`src/sv/pcc_pkg.sv`:
```
package pcc_pkg;

  // One input pixel and one corrected pixel, 8 bits per channel
  typedef struct packed {
    logic [7:0] blue_in;
    logic [7:0] green_in;
    logic [7:0] red_in;
  } pix_in_t;

  typedef struct packed {
    logic [7:0] blue_out;
    logic [7:0] green_out;
    logic [7:0] red_out;
  } pix_out_t;

  // Configuration register indexes
  typedef enum logic [2:0] {
    REG_GAIN         = 3'd0,
    REG_BLACK_OFFSET = 3'd1,
    REG_GAMMA_WEIGHT = 3'd2,
    REG_CHROMA_COS   = 3'd3,
    REG_CHROMA_SIN   = 3'd4
  } reg_idx_t;

  typedef struct packed {
    logic        [15:0] gain;
    logic signed [10:0] black_offset;
    logic        [12:0] gamma_weight;
    logic signed [15:0] chroma_cos;
    logic signed [15:0] chroma_sin;
  } cfg_t;

  localparam cfg_t CFG_RESET = '{
    gain:         16'd4096,
    black_offset: 11'sd0,
    gamma_weight: 13'd0,
    chroma_cos:   16'sd8192,
    chroma_sin:   16'sd0
  };

  // Channel value after the front end, Q.6
  localparam int FE_W = 26;
  // Corrected channel before the final rounding, Q.6
  localparam int OUT_W = 32;

  // Pipeline depths: front end, colour space section, output register
  localparam int FE_LAT  = 6;
  localparam int CS_LAT  = 9;
  localparam int LATENCY = FE_LAT + CS_LAT + 1;

  // Colour matrix, Q4.12
  localparam logic signed [12:0] Y_R  = 13'sd1225;
  localparam logic signed [12:0] Y_G  = 13'sd2404;
  localparam logic signed [12:0] Y_B  = 13'sd467;
  localparam logic signed [12:0] U_K  = 13'sd2015;
  localparam logic signed [12:0] V_K  = 13'sd3592;
  localparam logic signed [14:0] B_U  = 15'sd8323;
  localparam logic signed [12:0] G_U  = 13'sd1618;
  localparam logic signed [12:0] G_V  = 13'sd2380;
  localparam logic signed [13:0] R_V  = 14'sd4669;

  // Round half up from Q.6 and clamp to a byte
  function automatic logic [7:0] sat_byte(input logic signed [OUT_W-1:0] v);
    logic signed [OUT_W-1:0] r;
    r = (v + OUT_W'(32)) >>> 6;
    if (r < 0) begin
      sat_byte = 8'd0;
    end else if (r > OUT_W'(255)) begin
      sat_byte = 8'd255;
    end else begin
      sat_byte = r[7:0];
    end
  endfunction

endpackage

```
`src/sv/pcc_front_end.sv`:
```
module pcc_front_end (
  input  logic                            clk,
  input  logic [7:0]                      x,
  input  pcc_pkg::cfg_t                   cfg,
  output logic signed [pcc_pkg::FE_W-1:0] fe
);

  logic        [23:0] xg;
  logic        [23:0] xg_rnd;
  logic signed [19:0] a2;
  logic signed [19:0] a3;
  logic signed [19:0] a4;
  logic        [18:0] mag;
  logic        [37:0] sq;
  logic        [49:0] sqk;
  logic        [23:0] q;
  logic signed [13:0] wg;
  logic signed [33:0] m1;
  logic        [36:0] m2;
  logic signed [37:0] s;

  // stage 1: gain
  always_ff @(posedge clk) begin
    xg <= 24'(x) * 24'(cfg.gain);
  end

  // stage 2: back to Q.6 and add black level
  always_comb xg_rnd = xg + 24'd32;

  always_ff @(posedge clk) begin
    a2 <= $signed({2'b00, xg_rnd[23:6]})
        + $signed({{3{cfg.black_offset[10]}}, cfg.black_offset, 6'b0});
  end

  // stage 3: square of the magnitude, Q.12
  always_comb mag = a2[19] ? 19'(-a2) : 19'(a2);

  always_ff @(posedge clk) begin
    sq <= 38'(mag) * 38'(mag);
    a3 <= a2;
  end

  // stage 4: times 0.0039 (4089 in Q0.20 = 4096 - 8 + 1), back to Q.6
  always_comb sqk = (50'(sq) << 12) - (50'(sq) << 3) + 50'(sq) + (50'd1 << 25);

  always_ff @(posedge clk) begin
    q  <= sqk[49:26];
    a4 <= a3;
  end

  // stage 5: blend weights
  always_comb wg = 14'sd4096 - $signed({1'b0, cfg.gamma_weight});

  always_ff @(posedge clk) begin
    m1 <= 34'(a4) * 34'(wg);
    m2 <= 37'(q) * 37'(cfg.gamma_weight);
  end

  // stage 6: blend sum, rounded back to Q.6
  always_comb s = 38'(m1) + $signed({1'b0, m2}) + 38'sd2048;

  always_ff @(posedge clk) begin
    fe <= s[37:12];
  end

endmodule

```
`config.mk`:
```
export PLATFORM = sky130hd
export DESIGN_NAME = pcc_front_end
export DESIGN_NICKNAME = d
export VERILOG_FILES = /design/src/sv/pcc_pkg.sv /design/src/sv/pcc_front_end.sv
export SDC_FILE = /design/constraint.sdc
export NUM_CORES = 2
export LEC_CHECK = 0
export ABC_AREA = 1
export BUFFER_PORTS_ARGS = -buffer_cell sky130_fd_sc_hd__clkbuf_2
export CAP_MARGIN = 20
export CORE_MARGIN = 1.5
export CORE_UTILIZATION = 30
export CTS_BUF_LIST = sky130_fd_sc_hd__clkbuf_8
export CTS_CLUSTER_SIZE = 10
export DETAILED_ROUTE_END_ITERATION = 8
export SLEW_MARGIN = 10
export SYNTH_ARGS = -nofsm -noshare
export SYNTH_HDL_FRONTEND = slang
export SYNTH_SLANG_ARGS = --single-unit
```
`constraint.sdc`:
```
create_clock -name clk -period 9.5 [get_ports clk]
set_input_delay 0.475 -clock clk [delete_from_list [all_inputs] [get_ports clk]]
set_output_delay 0.475 -clock clk [all_outputs]
set_load 0.05 [all_outputs]
```
* Word level (Yosys, flattened, before mapping)
Cells that the tools add are included.
Operators by class: add/sub/neg operators 9, mux-type cells 1, multipliers 4
Operators with widths (count):
- $add A50 B26 Y50 const B | 1
- $add A50 B38 Y50 | 1
- $sub A50 B41 Y50 | 1
- $add A34 B38 Y38 | 1
- $add A38 B13 Y38 const B | 1
- $mul A19 B19 Y38 | 1
- $mul A24 B13 Y37 | 1
- $mul A20 B14 Y34 | 1
- $add A24 B6 Y24 const B | 1
- $mul A8 B16 Y24 | 1
- $add A19 B17 Y20 | 1
- $mux W19 | 1
- $neg A19 Y19 | 1
- $sub A13 B13 Y14 const A | 1
Storage, ports and cells: input bits 81, output and inout bits 26, word-level logic and storage cells 23, flip-flop bits (word level) 243

* Longest topological paths before layout
depth in word-level cells 3, depth in mapped cells 38, gate-level depth less buffers 37

* Worst setup path before layout
Ideal clock, no wire load.
path kind register to register, from register a2[0], to register sq[37], buffers on the path 2, path slack 2960 ps, arrival 6427 ps, setup time 113 ps, period minus slack after synthesis 6540 ps, stages on the path, launching flop included 35, path through dfxtp_1 > clkinv_1 > clkbuf_1 > ha_1 > nand2_2 > nor2_4 > nand2_1 > nand2_1 > or2_1 > nand2_1 > clkbuf_1 > nand2_1 > fa_1 > inv_1 > fa_1 > inv_1 > fa_1 > inv_1 > fa_1 > inv_1 > fa_1 > inv_1 > fa_1 > ha_1 > nand2_1 > nor2_1 > inv_1 > nor2_1 > inv_1 > nor2_1 > nand3_1 > nand3_1 > inv_1 > nand3_1 > nand2_1
On the way: cells in the longest elaborated chain, start to end 3
RTL lines:
- from (decl) | RTL line pcc_front_end.sv:10 | logic signed [19:0] a2;
- from (signal assigned) | RTL line pcc_front_end.sv:31 | a2 <= $signed({2'b00, xg_rnd[23:6]})
- $neg A19 Y19 | RTL line pcc_front_end.sv:36 | always_comb mag = a2[19] ? 19'(-a2) : 19'(a2);
- $mux W19 * | RTL line pcc_front_end.sv:36
- $mul A19 B19 Y38 * | RTL line pcc_front_end.sv:39 | sq <= 38'(mag) * 38'(mag);
- to (signal assigned) | RTL line pcc_front_end.sv:39
- to (decl) | RTL line pcc_front_end.sv:14 | logic [37:0] sq;
Every way passes the cells marked *; elsewhere a longest branch is shown, timed or not.

* Worst setup path after layout
Ends and elaborated chain as after synthesis.

==> results.md <==
Logic synthesis:
- In the synthesized netlist the async set-or-reset flop fraction comes to 0.
- After synthesis, the netlist uses 52 different library cells.
- In the post-synthesis netlist, the biggest area contributors are sky130_fd_sc_hd__fa_1 35%, sky130_fd_sc_hd__ha_1 13%, sky130_fd_sc_hd__inv_1 13%, sky130_fd_sc_hd__nand2_1 12%, sky130_fd_sc_hd__dfxtp_1 9.5%.
- The number of enable-type register cells in the synthesized netlist is 0.
- Each instance of the synthesized netlist takes up on average 7.50 um^2.
- For this run, the register share of the synthesized area comes to 0.0952.
- The portion of synthesized cell area occupied by the leading cell type is 0.349.
- The most instantiated library cell after synthesis is sky130_fd_sc_hd__inv_1.
- The number of nets in the synthesized netlist is 8076.
- The number of register bits inferred by synthesis is 236.
- The post-synthesis instance total is approximately 6600.
- The largest area contributor in the synthesized netlist is sky130_fd_sc_hd__fa_1.
- The synthesized netlist occupies a cell area of 49600 um^2.
- Sorting the synthesized cells by how often they occur yields 1695 x sky130_fd_sc_hd__inv_1, 1596 x sky130_fd_sc_hd__nand2_1, 865 x sky130_fd_sc_hd__fa_1.
- During synthesis, Yosys emitted a total of 0 warnings.
- The primary flip-flop cell chosen by synthesis mapping is sky130_fd_sc_hd__dfxtp_1.

STA:
- The hold violation count in the final report is 0.
- Across all hold checks on the routed design, the worst slack comes to between 0.15 and 0.2 ns.
- Timing would allow up to 0.132 GHz.
- Setup violations remaining at the end of the flow were counted as 0.
- Dividing the final minimum period by the clock period gives 0.796.
- Setup repair after global routing left no endpoint under its margin.
- The post-layout minimum cycle time is 7.56 ns.
- Headroom to the max-slew limit came out at 0.417.
- The slew at the pin closest to its max-slew limit is roughly 0.87 ns.
- On the final layout, the worst clock skew is 0.0435 ns.
- After layout, the worst setup slack is about 1.9 ns.
- The count of pins over their slew limit is 0.
- The accumulated negative setup slack is 0 ns.

Floorplanning:
- The region available for standard cell placement spans 165000 um^2.
- The die boundary width is 410 um.
- During I/O placement, the number of pins put on the boundary was 107.
- The initial standard-cell utilization of the core is 0.301.
- The die outline area is 168000 um^2.
- The placement row count is 149.
- The height of the chip is slightly above 400 um.

Setup path:
- In this design, the critical path's most frequently occurring cell is sky130_fd_sc_hd__inv_1.
- The nature of the critical path endpoint is a register.
- The setup path with the least slack is of type register to register.
- On the critical path the largest part of the delay comes from adder cells.
- The slowest stage of the critical path belongs to the cell sky130_fd_sc_hd__fa_1.
- The largest fanout on the critical path is 13.
- For this run, the slowest stage of the critical path takes approximately 0.6 ns.
- The critical path required time is 9.99 ns.
- The launching element type of the critical path is a register.
- The critical path contains buffers and inverters numbering 9 combined.
- At the worst endpoint, the arrival time is approximately 8.1 ns.

Flow run:
- Max-cap violations in this run came to 0.

Detailed routing:
- The routed length per placed instance is 15.0 um.
- The routed via count divided by cell count is 4.57.
- The total detailed-routing wirelength is approximately 130 mm.
- Once detail routing completed, the nets flagged for antenna violations numbered 0.
- Detailed routing inserted a total of 40400 vias.
- In the routed design, unresolved DRC markers number 0.
- In this run, the number of DRC markers left after iteration 0 of detailed routing was between 2000 and 2500.
- The number of optimization iterations in the first detailed-route pass is 6.

GRT:
- The first global-routing pass estimated between 200 and 250 mm of wire.
- Entering global routing, the biggest net connects between 40 and 50 pins.
- The number of global-route vias before repair is 42400.
- The sum of overflow across all layers after global routing is 0.
- In the global route stage, overall resource usage came out at 0.161.
- The initial antenna violation count is 5.

Layout:
- The sequential standard cell area is 4720 um^2.
- After filler insertion, the fill cell instance count of the layout stands at 17700.
- The final-stage net count is 8065.
- Once layout is complete, the utilization of the core stands at 0.323.
- The synthesis-to-finish area growth is 7.30%.
- The ratio of cells with drive above 1 in the final layout is 0.0315.
- The multi-input combinational cells in the finished layout cover a total of 37800 um^2.

Clock network:
- TritonCTS created 42 clock buffers.
- The number of H-tree levels is 2.
- The cell sitting at the root of the clock tree is a sky130_fd_sc_hd__clkbuf_8.
- The count of instances resized after the clock tree is built is 0.
- The buffers inserted during post-CTS setup optimization is 0.
- The count of hold-fix buffers inserted at cts is 0.
- TritonCTS built the clock tree.
- The clock reaches the later pin of the worst-skew pair after 0.63 ns.
- The maximum buffer depth of the clock tree is 3.
- The clock transition time at the flip-flop clock pins of the worst setup and hold paths is ~0.06 ns.
- The tree built by TritonCTS fans out to 236 sinks.

Place:
- Routability-driven placement finished with a final weighted congestion of 0.930.
- The count of port buffers added during placement is 74.
- The wire-length estimate of the detail-placed layout is 113 mm.
- OpenSTA, run right after detailed placement, puts the worst setup slack at 1.77 ns.

Worst hold path:
- The class of the tightest hold or removal check is input port to register.

Run status:
- The run finished with clean final reports.
## worst register-to-register path, delay by kind of cell (launching register included)
| kind | cells | cell delay [ns] |
|---|---|---|
| AOI/OAI and AO/OA | 1 | 0.14 |
| adders and majority gates | 8 | 3.77 |
| buffers and inverters | 9 | 1.17 |
| DFF | 1 | 0.59 |
| and+or+nand+nor | 12 | 1.76 |
## area by class of cell
type | count | share of cell area
inverters | 1712 | 0.121
clock buffers | 47 | 0.0122
flip-flops and latches | 236 | 0.0888
multi-input cells | 4516 | 0.711
repair buffers | 96 | 0.0101
clock inverters | 29 | 0.00595
diodes | 1 | 0.0000470
well taps | 2189 | 0.0515
## logic make-up (layout without fill, tap and decap cells)
| family | count (synthesis) | after routing | share of synthesized area |
|---|---|---|---|
| simple gates | 2520 | 2520 | 0.205 |
| buf+inv | 1863 | 1884 | 0.142 |
| fa+ha+maj | 1380 | 1380 | 0.479 |
| compound gates | 462 | 462 | 0.0515 |
| flops | 236 | 236 | 0.0952 |
| xor+xnor | 153 | 153 | 0.0273 |
| other cells | 1 | 2 | 0.0000756 |
## layer usage
metal,GRT usage,vias to the layer above,share of wire
met1,0.217,19700,0.46
met5,0,-,0.00012
li1,-,19500,-
met2,0.273,1014,0.47
met3,0.0212,186,0.056
met4,0.0381,4,0.024
## registers in the layout, summed over array words and instances (netlist names)
register	count
m1	34
sq	37
m2	37
q	24
a4	20
a2	20
a3	19
xg	19
fe	26
## placed cells by master (no fill, tap or decap), types with 39 or more instances in the layout
cell and count:
sky130_fd_sc_hd__a21oi_1 227, sky130_fd_sc_hd__clkbuf_2 74, sky130_fd_sc_hd__clkbuf_8 47, sky130_fd_sc_hd__dfxtp_1 236
sky130_fd_sc_hd__fa_1 865, sky130_fd_sc_hd__ha_1 515, sky130_fd_sc_hd__inv_1 1702, sky130_fd_sc_hd__nand2_1 1596
sky130_fd_sc_hd__nand3_1 228, sky130_fd_sc_hd__nand4_1 55, sky130_fd_sc_hd__nor2_1 530, sky130_fd_sc_hd__nor3_1 42
sky130_fd_sc_hd__o21ai_0 134, sky130_fd_sc_hd__o21bai_1 39, sky130_fd_sc_hd__xor2_1 116
## stage by stage
stage          cell area [um^2]  instances
2_1_floorplan             49600       6615
3_3_place_gp              52300       8749
3_5_place_dp              52300       8749
4_1_cts                   53200       8825
5_1_grt                   53200       8826
6_report                  53200       8826
## final timing paths
| kind | from | cells past startpoint | end | slack [ns] |
|---|---|---|---|---|
| min reg2reg | a3[13]$_DFF_P_ | 0 | a4[13]$_DFF_P_ | 0.33 |
| max reg2reg | a2[0]$_DFF_P_ | 30 | sq[37]$_DFF_P_ | 1.94 |
| max | a2[0]$_DFF_P_ | 30 | sq[37]$_DFF_P_ | 1.94 |
| min | cfg[45] | 2 | a2[6]$_DFF_P_ | 0.17 |
Power is left out: the tool's default activity adds up to more than one toggle a clock period on the data nets, which glitch-free logic cannot reach.
